==> src/design/stride_share_scheduler_defines.svh <==
// Assertion macros for the stride share scheduler.
// Used by the top level; expects clk_i and rst_ni in scope.
`ifndef STRIDE_SHARE_SCHEDULER_DEFINES_SVH
`define STRIDE_SHARE_SCHEDULER_DEFINES_SVH

// Consequent checked in the same cycle as the antecedent.
`define SSCH_ASSERT_SAME(lbl, ante, cons, msg) \
  lbl: assert property (@(posedge clk_i) disable iff (!rst_ni) (ante) |-> (cons)) else $error(msg);

// Consequent checked in the cycle after the antecedent.
`define SSCH_ASSERT_NEXT(lbl, ante, cons, msg) \
  lbl: assert property (@(posedge clk_i) disable iff (!rst_ni) (ante) |=> (cons)) else $error(msg);

`endif

==> src/design/ssch_pkg.sv <==
// Shared types and constants of the stride share scheduler.
// No dependencies; imported by every module of the block.
package ssch_pkg;

  localparam int unsigned PID_W            = 16;
  localparam int unsigned PASS_W           = 64;
  localparam int unsigned STRIDE_W         = 16;
  localparam int unsigned SHARE_W          = 7;
  localparam int unsigned DIV_W            = 16;
  localparam int unsigned TABLE_DEPTH_DEF  = 16;

  localparam logic [SHARE_W-1:0]  PERCENT_MAX        = 7'd100;
  localparam logic [SHARE_W-1:0]  TOTAL_SHARE_RST    = 7'd100;
  localparam logic [STRIDE_W-1:0] STRIDE_SCALE_RST   = 16'd10000;

  localparam logic CFG_TOTAL_SHARE  = 1'b0;
  localparam logic CFG_STRIDE_SCALE = 1'b1;

  localparam logic ST_OK   = 1'b0;
  localparam logic ST_FAIL = 1'b1;

  typedef enum logic [1:0] {
    OP_START   = 2'd0,
    OP_END     = 2'd1,
    OP_REQUEST = 2'd2,
    OP_PICK    = 2'd3
  } op_e;

  typedef enum logic [3:0] {
    ST_IDLE,
    ST_SCAN,
    ST_DRAIN,
    ST_APPLY,
    ST_W_REQ,
    ST_REB,
    ST_W_SHR,
    ST_W_STR,
    ST_SWEEP,
    ST_DONE
  } state_e;

  // Entry word of the id/pass memory.
  typedef struct packed {
    logic [PID_W-1:0]  pid;
    logic [PASS_W-1:0] pass;
  } entry_a_t;

  // Entry word of the stride/share memory.
  typedef struct packed {
    logic [STRIDE_W-1:0] stride;
    logic [SHARE_W-1:0]  share;
  } entry_b_t;

  typedef struct packed {
    logic             start;
    logic [DIV_W-1:0] num;
    logic [DIV_W-1:0] den;
  } div_req_t;

  typedef struct packed {
    logic             busy;
    logic             done;
    logic [DIV_W-1:0] quot;
  } div_rsp_t;

endpackage

==> src/design/stride_share_scheduler.sv <==
// Channel   | Dir | Fields (tdata, low bit up)
// s_axis    | in  | op[1:0], proc_id[17:2], percent[24:18], zero pad to 32
// m_axis    | out | status[0], chosen_pid[16:1], zero pad to 24
// cfg       | in  | index 0 total_share, index 1 stride_scale
//
// One transaction at a time. Every operation scans the table through the memory read
// port; a pick or any failed operation then goes straight to its result. A successful start,
// end or request adds a rebalance: a write sweep over the table and up to two serial
// divisions (three for a request). Reset clears the valid and reservation flops and
// counters at once; no clearing pass. A held result does not stop the next transaction
// from being accepted; it completes once the output register is free.
`include "stride_share_scheduler_defines.svh"

module stride_share_scheduler #(
  parameter int unsigned TABLE_DEPTH = ssch_pkg::TABLE_DEPTH_DEF
) (
  input  logic        clk_i,
  input  logic        rst_ni,
  input  logic        s_axis_tvalid_i,
  output logic        s_axis_tready_o,
  input  logic [31:0] s_axis_tdata_i,   // op, proc_id, percent
  output logic        m_axis_tvalid_o,
  input  logic        m_axis_tready_i,
  output logic [23:0] m_axis_tdata_o,   // status, chosen_pid
  input  logic        cfg_we_i,
  input  logic        cfg_idx_i,
  input  logic [15:0] cfg_wdata_i
);
  import ssch_pkg::*;

  localparam int unsigned IW = $clog2(TABLE_DEPTH);
  localparam int unsigned CW = $clog2(TABLE_DEPTH + 1);

  state_e                state_q, state_d;
  op_e                   op_q, op_d;
  logic [PID_W-1:0]      pid_q, pid_d;
  logic [SHARE_W-1:0]    pct_q, pct_d;
  logic [IW-1:0]         scan_cnt_q, scan_cnt_d;
  logic                  chk_v_q, chk_v_d;
  logic [IW-1:0]         chk_idx_q, chk_idx_d;
  logic                  found_q, found_d;
  logic [IW-1:0]         hit_idx_q, hit_idx_d;
  logic [PID_W-1:0]      hit_pid_q, hit_pid_d;
  logic [PASS_W-1:0]     hit_pass_q, hit_pass_d;
  logic [STRIDE_W-1:0]   hit_stride_q, hit_stride_d;
  logic [SHARE_W-1:0]    hit_share_q, hit_share_d;
  logic [TABLE_DEPTH-1:0] valid_q, valid_d;
  logic [TABLE_DEPTH-1:0] rsv_q, rsv_d;
  logic [CW-1:0]         ucnt_q, ucnt_d;
  logic [SHARE_W-1:0]    rtot_q, rtot_d;
  logic [SHARE_W-1:0]    total_q;
  logic [STRIDE_W-1:0]   scale_q;
  logic [SHARE_W-1:0]    share_q, share_d;
  logic [STRIDE_W-1:0]   stride_q, stride_d;
  logic                  res_status_q, res_status_d;
  logic [PID_W-1:0]      res_pid_q, res_pid_d;
  logic                  m_valid_q, m_valid_d;
  logic                  out_status_q, out_status_d;
  logic [PID_W-1:0]      out_pid_q, out_pid_d;

  logic                  wa_en, wb_en;
  entry_a_t              wa_data, ra;
  entry_b_t              wb_data, rb;
  logic [IW-1:0]         wr_addr;
  div_req_t              div_req;
  div_rsp_t              div_rsp;

  logic [SHARE_W-1:0]    rtot_less;
  logic [SHARE_W:0]      base;
  logic [SHARE_W-1:0]    free_share;
  logic [PASS_W:0]       pass_sum;
  logic                  scan_last;

  ssch_table #(.TABLE_DEPTH(TABLE_DEPTH)) u_table (
    .clk_i    (clk_i),
    .rd_addr_i(scan_cnt_q),
    .wr_addr_i(wr_addr),
    .wa_en_i  (wa_en),
    .wa_data_i(wa_data),
    .wb_en_i  (wb_en),
    .wb_data_i(wb_data),
    .ra_o     (ra),
    .rb_o     (rb)
  );

  ssch_div u_div (
    .clk_i (clk_i),
    .rst_ni(rst_ni),
    .req_i (div_req),
    .rsp_o (div_rsp)
  );

  assign scan_last  = (scan_cnt_q == IW'(TABLE_DEPTH - 1));
  assign rtot_less  = (rtot_q >= hit_share_q) ? (rtot_q - hit_share_q) : '0;
  assign base       = rsv_q[hit_idx_q] ? {1'b0, rtot_less} : {1'b0, rtot_q};
  assign free_share = (total_q > rtot_q) ? (total_q - rtot_q) : '0;
  assign pass_sum   = {1'b0, hit_pass_q} + {{(PASS_W + 1 - STRIDE_W){1'b0}}, hit_stride_q};

  // Configuration registers
  always_ff @(posedge clk_i or negedge rst_ni) begin
    if (!rst_ni) begin
      total_q <= TOTAL_SHARE_RST;
      scale_q <= STRIDE_SCALE_RST;
    end else if (cfg_we_i) begin
      case (cfg_idx_i)
        CFG_TOTAL_SHARE:  total_q <= cfg_wdata_i[SHARE_W-1:0];
        CFG_STRIDE_SCALE: scale_q <= cfg_wdata_i;
        default:          ;
      endcase
    end
  end

  always_comb begin
    state_d      = state_q;
    op_d         = op_q;
    pid_d        = pid_q;
    pct_d        = pct_q;
    scan_cnt_d   = scan_cnt_q;
    chk_v_d      = 1'b0;
    chk_idx_d    = scan_cnt_q;
    found_d      = found_q;
    hit_idx_d    = hit_idx_q;
    hit_pid_d    = hit_pid_q;
    hit_pass_d   = hit_pass_q;
    hit_stride_d = hit_stride_q;
    hit_share_d  = hit_share_q;
    valid_d      = valid_q;
    rsv_d        = rsv_q;
    ucnt_d       = ucnt_q;
    rtot_d       = rtot_q;
    share_d      = share_q;
    stride_d     = stride_q;
    res_status_d = res_status_q;
    res_pid_d    = res_pid_q;
    m_valid_d    = m_valid_q;
    out_status_d = out_status_q;
    out_pid_d    = out_pid_q;
    wa_en        = 1'b0;
    wb_en        = 1'b0;
    wa_data      = '{pid: hit_pid_q, pass: '0};
    wb_data      = '{stride: '0, share: '0};
    wr_addr      = hit_idx_q;
    div_req      = '{start: 1'b0, num: scale_q, den: DIV_W'(pct_q)};

    if (m_valid_q && m_axis_tready_i) begin
      m_valid_d = 1'b0;
    end

    // Check the entry read in the previous cycle
    if (chk_v_q) begin
      case (op_q)
        OP_START: begin
          if (!found_q && !valid_q[chk_idx_q]) begin
            found_d   = 1'b1;
            hit_idx_d = chk_idx_q;
          end
        end
        OP_PICK: begin
          if (valid_q[chk_idx_q] && (!found_q || ra.pass < hit_pass_q)) begin
            found_d      = 1'b1;
            hit_idx_d    = chk_idx_q;
            hit_pid_d    = ra.pid;
            hit_pass_d   = ra.pass;
            hit_stride_d = rb.stride;
          end
        end
        default: begin
          if (!found_q && valid_q[chk_idx_q] && ra.pid == pid_q) begin
            found_d     = 1'b1;
            hit_idx_d   = chk_idx_q;
            hit_pid_d   = ra.pid;
            hit_share_d = rb.share;
          end
        end
      endcase
    end

    case (state_q)
      ST_IDLE: begin
        if (s_axis_tvalid_i) begin
          op_d       = op_e'(s_axis_tdata_i[1:0]);
          pid_d      = s_axis_tdata_i[17:2];
          pct_d      = s_axis_tdata_i[24:18];
          scan_cnt_d = '0;
          found_d    = 1'b0;
          state_d    = ST_SCAN;
        end
      end
      ST_SCAN: begin
        chk_v_d    = 1'b1;
        scan_cnt_d = scan_cnt_q + IW'(1);
        if (scan_last) begin
          state_d = ST_DRAIN;
        end
      end
      ST_DRAIN: state_d = ST_APPLY;
      ST_APPLY: begin
        res_status_d = ST_FAIL;
        res_pid_d    = '0;
        state_d      = ST_DONE;
        case (op_q)
          OP_START: begin
            if (found_q) begin
              valid_d[hit_idx_q] = 1'b1;
              rsv_d[hit_idx_q]   = 1'b0;
              wa_en   = 1'b1;
              wa_data = '{pid: pid_q, pass: '0};
              wb_en   = 1'b1;
              ucnt_d  = ucnt_q + CW'(1);
              state_d = ST_REB;
            end
          end
          OP_END: begin
            if (found_q) begin
              if (rsv_q[hit_idx_q]) begin
                rtot_d = rtot_less;
              end else if (ucnt_q != '0) begin
                ucnt_d = ucnt_q - CW'(1);
              end
              valid_d[hit_idx_q] = 1'b0;
              rsv_d[hit_idx_q]   = 1'b0;
              wa_en   = 1'b1;
              wb_en   = 1'b1;
              state_d = ST_REB;
            end
          end
          OP_REQUEST: begin
            if (found_q && pct_q <= PERCENT_MAX) begin
              if (pct_q == '0) begin
                if (rsv_q[hit_idx_q]) begin
                  rsv_d[hit_idx_q] = 1'b0;
                  ucnt_d  = ucnt_q + CW'(1);
                  rtot_d  = rtot_less;
                  state_d = ST_REB;
                end
              end else if ((base + {1'b0, pct_q}) <= {1'b0, total_q}) begin
                if (!rsv_q[hit_idx_q] && ucnt_q != '0) begin
                  ucnt_d = ucnt_q - CW'(1);
                end
                rsv_d[hit_idx_q] = 1'b1;
                rtot_d        = SHARE_W'(base + {1'b0, pct_q});
                div_req.start = 1'b1;
                state_d       = ST_W_REQ;
              end
            end
          end
          default: begin
            if (found_q) begin
              wa_en   = 1'b1;
              wa_data = '{pid: hit_pid_q,
                          pass: pass_sum[PASS_W] ? {PASS_W{1'b1}} : pass_sum[PASS_W-1:0]};
              res_status_d = ST_OK;
              res_pid_d    = hit_pid_q;
            end
          end
        endcase
      end
      ST_W_REQ: begin
        if (div_rsp.done) begin
          wb_en   = 1'b1;
          wb_data = '{stride: div_rsp.quot, share: pct_q};
          state_d = ST_REB;
        end
      end
      ST_REB: begin
        scan_cnt_d = '0;
        if (ucnt_q != '0) begin
          div_req = '{start: 1'b1, num: DIV_W'(free_share), den: DIV_W'(ucnt_q)};
          state_d = ST_W_SHR;
        end else begin
          share_d  = '0;
          stride_d = scale_q;
          state_d  = ST_SWEEP;
        end
      end
      ST_W_SHR: begin
        if (div_rsp.done) begin
          share_d = div_rsp.quot[SHARE_W-1:0];
          if (div_rsp.quot == '0) begin
            stride_d = scale_q;
            state_d  = ST_SWEEP;
          end else begin
            div_req = '{start: 1'b1, num: scale_q, den: div_rsp.quot};
            state_d = ST_W_STR;
          end
        end
      end
      ST_W_STR: begin
        if (div_rsp.done) begin
          stride_d = div_rsp.quot;
          state_d  = ST_SWEEP;
        end
      end
      ST_SWEEP: begin
        // Write the new split into every unreserved live entry
        wr_addr    = scan_cnt_q;
        wb_en      = valid_q[scan_cnt_q] && !rsv_q[scan_cnt_q];
        wb_data    = '{stride: stride_q, share: share_q};
        scan_cnt_d = scan_cnt_q + IW'(1);
        if (scan_last) begin
          res_status_d = ST_OK;
          res_pid_d    = '0;
          state_d      = ST_DONE;
        end
      end
      ST_DONE: begin
        if (!m_valid_q || m_axis_tready_i) begin
          m_valid_d    = 1'b1;
          out_status_d = res_status_q;
          out_pid_d    = res_pid_q;
          state_d      = ST_IDLE;
        end
      end
      default: state_d = ST_IDLE;
    endcase
  end

  always_ff @(posedge clk_i or negedge rst_ni) begin
    if (!rst_ni) begin
      state_q   <= ST_IDLE;
      chk_v_q   <= 1'b0;
      found_q   <= 1'b0;
      valid_q   <= '0;
      rsv_q     <= '0;
      ucnt_q    <= '0;
      rtot_q    <= '0;
      m_valid_q <= 1'b0;
    end else begin
      state_q   <= state_d;
      chk_v_q   <= chk_v_d;
      found_q   <= found_d;
      valid_q   <= valid_d;
      rsv_q     <= rsv_d;
      ucnt_q    <= ucnt_d;
      rtot_q    <= rtot_d;
      m_valid_q <= m_valid_d;
    end
  end

  always_ff @(posedge clk_i) begin
    op_q         <= op_d;
    pid_q        <= pid_d;
    pct_q        <= pct_d;
    scan_cnt_q   <= scan_cnt_d;
    chk_idx_q    <= chk_idx_d;
    hit_idx_q    <= hit_idx_d;
    hit_pid_q    <= hit_pid_d;
    hit_pass_q   <= hit_pass_d;
    hit_stride_q <= hit_stride_d;
    hit_share_q  <= hit_share_d;
    share_q      <= share_d;
    stride_q     <= stride_d;
    res_status_q <= res_status_d;
    res_pid_q    <= res_pid_d;
    out_status_q <= out_status_d;
    out_pid_q    <= out_pid_d;
  end

  assign s_axis_tready_o = (state_q == ST_IDLE);
  assign m_axis_tvalid_o = m_valid_q;
  assign m_axis_tdata_o  = {7'b0, out_pid_q, out_status_q};

  `SSCH_ASSERT_NEXT(a_accept_scan, s_axis_tvalid_i && s_axis_tready_o, state_q == ST_SCAN, "accepted transaction did not start a scan")
  `SSCH_ASSERT_SAME(a_sweep_div_idle, state_q == ST_SWEEP, !div_rsp.busy, "sweep began before the divider finished")
  `SSCH_ASSERT_SAME(a_check_in_scan, chk_v_q, state_q == ST_SCAN || state_q == ST_DRAIN, "entry check outside the scan")

endmodule

==> src/design/ssch_div.sv <==
// Restoring serial divider, one quotient bit per cycle.
// Depends on ssch_pkg for the request and response types.
module ssch_div (
  input  logic              clk_i,
  input  logic              rst_ni,
  input  ssch_pkg::div_req_t req_i,
  output ssch_pkg::div_rsp_t rsp_o
);
  import ssch_pkg::*;

  localparam int unsigned SW = $clog2(DIV_W) + 1;

  logic             busy_q, busy_d;
  logic             done_q, done_d;
  logic [SW-1:0]    step_q, step_d;
  logic [DIV_W-1:0] rem_q, rem_d;
  logic [DIV_W-1:0] quo_q, quo_d;
  logic [DIV_W-1:0] den_q, den_d;
  logic [DIV_W:0]   trial;

  assign trial = {rem_q, quo_q[DIV_W-1]} - {1'b0, den_q};

  always_comb begin
    busy_d = busy_q;
    done_d = 1'b0;
    step_d = step_q;
    rem_d  = rem_q;
    quo_d  = quo_q;
    den_d  = den_q;
    if (req_i.start) begin
      busy_d = 1'b1;
      step_d = SW'(DIV_W);
      rem_d  = '0;
      quo_d  = req_i.num;
      den_d  = req_i.den;
    end else if (busy_q) begin
      if (!trial[DIV_W]) begin
        rem_d = trial[DIV_W-1:0];
        quo_d = {quo_q[DIV_W-2:0], 1'b1};
      end else begin
        rem_d = {rem_q[DIV_W-2:0], quo_q[DIV_W-1]};
        quo_d = {quo_q[DIV_W-2:0], 1'b0};
      end
      step_d = step_q - SW'(1);
      if (step_q == SW'(1)) begin
        busy_d = 1'b0;
        done_d = 1'b1;
      end
    end
  end

  always_ff @(posedge clk_i or negedge rst_ni) begin
    if (!rst_ni) begin
      busy_q <= 1'b0;
      done_q <= 1'b0;
      step_q <= '0;
    end else begin
      busy_q <= busy_d;
      done_q <= done_d;
      step_q <= step_d;
    end
  end

  always_ff @(posedge clk_i) begin
    rem_q <= rem_d;
    quo_q <= quo_d;
    den_q <= den_d;
  end

  assign rsp_o.busy = busy_q;
  assign rsp_o.done = done_q;
  assign rsp_o.quot = quo_q;

endmodule

==> src/design/ssch_table.sv <==
// Process table storage: id/pass memory and stride/share memory.
// Synchronous write, registered read; depends on ssch_pkg.
module ssch_table #(
  parameter int unsigned TABLE_DEPTH = ssch_pkg::TABLE_DEPTH_DEF,
  localparam int unsigned IW = $clog2(TABLE_DEPTH)
) (
  input  logic               clk_i,
  input  logic [IW-1:0]      rd_addr_i,
  input  logic [IW-1:0]      wr_addr_i,
  input  logic               wa_en_i,
  input  ssch_pkg::entry_a_t wa_data_i,
  input  logic               wb_en_i,
  input  ssch_pkg::entry_b_t wb_data_i,
  output ssch_pkg::entry_a_t ra_o,
  output ssch_pkg::entry_b_t rb_o
);
  import ssch_pkg::*;

  entry_a_t mem_a [TABLE_DEPTH];
  entry_b_t mem_b [TABLE_DEPTH];
  entry_a_t ra_q;
  entry_b_t rb_q;

  always_ff @(posedge clk_i) begin
    if (wa_en_i) begin
      mem_a[wr_addr_i] <= wa_data_i;
    end
    ra_q <= mem_a[rd_addr_i];
  end

  always_ff @(posedge clk_i) begin
    if (wb_en_i) begin
      mem_b[wr_addr_i] <= wb_data_i;
    end
    rb_q <= mem_b[rd_addr_i];
  end

  assign ra_o = ra_q;
  assign rb_o = rb_q;

endmodule

==> config.mk <==
export PLATFORM = sky130hd
export DESIGN_NAME = stride_share_scheduler
export DESIGN_NICKNAME = d
export VERILOG_FILES = /design/src/design/ssch_pkg.sv /design/src/design/stride_share_scheduler.sv /design/src/design/ssch_div.sv /design/src/design/ssch_table.sv
export VERILOG_INCLUDE_DIRS = /design/src /design/src/design
export SDC_FILE = /design/constraint.sdc
export NUM_CORES = 2
export LEC_CHECK = 0
export BUFFER_PORTS_ARGS = -buffer_cell sky130_fd_sc_hd__buf_4
export CELL_PAD_IN_SITES_DETAIL_PLACEMENT = 0
export CELL_PAD_IN_SITES_GLOBAL_PLACEMENT = 1
export CORE_MARGIN = 2
export CORE_UTILIZATION = 50
export CTS_BUF_LIST = sky130_fd_sc_hd__clkbuf_4
export CTS_CLUSTER_DIAMETER = 200
export CTS_CLUSTER_SIZE = 30
export DETAILED_ROUTE_END_ITERATION = 10
export HOLD_SLACK_MARGIN = 0.08
export PLACE_DENSITY_LB_ADDON = 0.08
export SLEW_MARGIN = 20
export SYNTH_ARGS = -nofsm -noshare
export SYNTH_HDL_FRONTEND = slang
export SYNTH_HIERARCHICAL = 1
export SYNTH_SLANG_ARGS = --single-unit
==> constraint.sdc <==
create_clock -name clk_i -period 12.2 [get_ports clk_i]
set_input_delay 1.83 -clock clk_i [delete_from_list [all_inputs] [get_ports clk_i]]
set_output_delay 1.83 -clock clk_i [all_outputs]
set_load 0.1 [all_outputs]
==> metrics.txt <==
status finished, final reports clean; Area Growth Syn to Fin 5.46%; CTS Hold Bufs 0; critical path required time 13.01 ns; CTS tree built; post_cts resized 0; Area after DPL 86700 um2; leakage power 0.0272 uW; area of the multi-input gates 21500 um2; minimum clock period after layout 7.13 ns; final hold violations 0; # fillers 13.1k; # clock sinks 2077; r2r worst-path depth 21; post-route ant nets 0; Hold Crit Class reg2reg; post-route cell area 88000 um2; final setup fails 0; drt pass-1 iters 6; DRC 0; Worst-path clk slew 0.34 ns; Crit path largest cell delay 0.70 ns; Most common cell on crit path a21oi_1; Initial DRC Count 3811; via/cell ratio 6.17; WHS Path Cells 0; global-route usage over all layers 23.2%; DR WL/cell 29.0 um; via count 41.8k; CP max FO 52; worst relative slew slack 22.6%; Crit Path Class reg2reg; core region area 165000 um2; I/O pin total 80; final worst-path cycle share 58.4%; register area 60700 um2; chip height 413 um; starting density of the core 50.5%; critical path's slowest cell edfxtp_1; CTS H-tree lvls 3; clock tree buffer depth 3; Cell Chain, Critical Path mux4_2 > mux2i_1 > mux2_2 > a21oi_1 > buf_4 > a22o_1 > ha_1 > fa_1 > a21o_1 > a21oi_1 > o21bai_1 > a21oi_1 > xnor2_1 > ha_1 > nor2_1 > nor4b_1 > o211ai_1 > o41ai_2 > buf_4 > nor2_1 > inv_1; setup TNS 0 ns; CP endpoint kind register; vias in the first global route 42.5k; Final Skew 0.106 ns; Worst Path Arrival 7.94 ns; placed insts 6624; Pins Over Slew Limit 0; die area 170000 um2; Final Total Pwr 15000 uW; worst r2r dst u_div/quo_q[3]$_DFFE_PP_; Critical Path Source Type register; initial antenna violation count 13; Pwr Density 170 nW/um2; pin count of the biggest net entering global routing 112; Num CTS Buffers 79; maxcap violations 0; Port-buffer cells 65; # nets final 4710; first-pass GRT wire length 288000 um; Post-CTS Setup Repair Bufs 0; root buf cell clkbuf_4; Worst Hold End out_status_q$_DFFE_PP_; Finished Layout Cells 6777; Synth Warn # 6; Row Count 149; DP Wirelength 106000 um; worst-margin pin slew 1.15 ns; r2r startpoint hit_idx_q[0]$_DFFE_PP_; Syn Inst Count 4502; RePlAce Congestion 0.825; fmax 140 MHz; Clock Latency Late Sink 1.19 ns; RSZ-0062 raised after global routing false; die width 413 um; GRT overflow 0; detailed-route wire length 196000 um; Mean Syn Cell Area 18.5 um2; hold_sp res_status_q$_SDFFCE_PP0P_; setup slack, reg-to-reg 5.07 ns; Max IR drop VDD 209 uV; mapped cell area 83500 um2; share of post-route cells with drive strength above 1 19.5%
## power by group
part | internal, uW | switching [uW] | leakage, uW
Sequential | 8130 | 301 | 0.0181
Clock | 607 | 1970 | 0.000716
Combinational | 1580 | 2370 | 0.00833
Total | 10300 | 4640 | 0.0272
## final cells by class
type / count / share of cell area (%)
sequential: 2077 / 69.0
timing repair buffer: 153 / 1.45
clock inverter: 8 / 0.225
multi-input combinational: 2052 / 24.4
tap: 2189 / 3.11
antenna: 7 / 0.0199
inverter: 155 / 0.664
clock buffer: 136 / 1.16
## worst max-delay path, delay by kind of cell (launching register included)
kind	cells	cell delay, ns
XOR/XNOR	1	0.12
buffers and inverters	3	1.41
AO/OA/AOI/OAI	8	1.81
flip-flops	1	0.70
AND/OR/NAND/NOR	3	0.70
adder cells (fa/ha/maj)	3	0.85
multiplexers	3	1.12
## per-stage QoR
step / worst slack [ns] / util [%] / hold slack [ns]
after floorplan: 4.96 / - / 0.386
after global routing: 4.58 / 53.2 / 0.375
final: 5.07 / 53.2 / 0.441
after CTS: 5.00 / 53.2 / 0.292
after global placement: 5.10 / 52.4 / 0.388
after detailed placement: 5.10 / 52.4 / 0.397
## flip-flops by register name, summed over array words and instances (netlist names), 23 cells and up, named ones only
| signal | count |
|---|---|
| u_table/mem_a | 1280 |
| hit_pass_q | 64 |
| u_table/ra_o | 80 |
| u_table/rb_o | 23 |
| u_table/mem_b | 368 |
## layout by cell type, fill, tap and decap left out, drive strengths merged, types with 65 or more instances in the layout
| cell | instances |
|---|---|
| ha | 133 |
| buf | 153 |
| mux2 | 65 |
| dfxtp | 123 |
| nor2 | 131 |
| edfxtp | 1873 |
| a21oi | 110 |
| clkbuf | 136 |
| mux4 | 422 |
| dfrtp | 73 |
| o21ai | 90 |
| a22oi | 210 |
| inv | 155 |
| nand2 | 208 |
## worst max-delay path by stage
stage                                       from                         to  slack [ns]  cells after the start
final                     hit_idx_q[0]$_DFFE_PP_   u_div/quo_q[3]$_DFFE_PP_        5.07                     21
after global routing      hit_idx_q[0]$_DFFE_PP_   u_div/quo_q[5]$_DFFE_PP_        4.58                     21
after CTS                 hit_idx_q[0]$_DFFE_PP_   u_div/quo_q[5]$_DFFE_PP_        5.00                     21
after detailed placement  hit_idx_q[0]$_DFFE_PP_   u_div/quo_q[3]$_DFFE_PP_        5.10                     21
after global placement    hit_idx_q[0]$_DFFE_PP_  u_div/quo_q[15]$_DFFE_PP_        5.10                     21
after floorplan            rtot_q[1]$_DFFE_PN0P_   u_div/quo_q[0]$_DFFE_PP_        4.96                     23
## per-layer routing
layer	track usage, %	share of wire [%]	vias to the layer above
met2	38.2	49	1099
met5	0	0.047	-
li1	-	-	18200
met1	33.7	44	22300
met4	5.04	1.8	14
met3	2.49	5.0	205
Power figures use the tool's default switching activity.
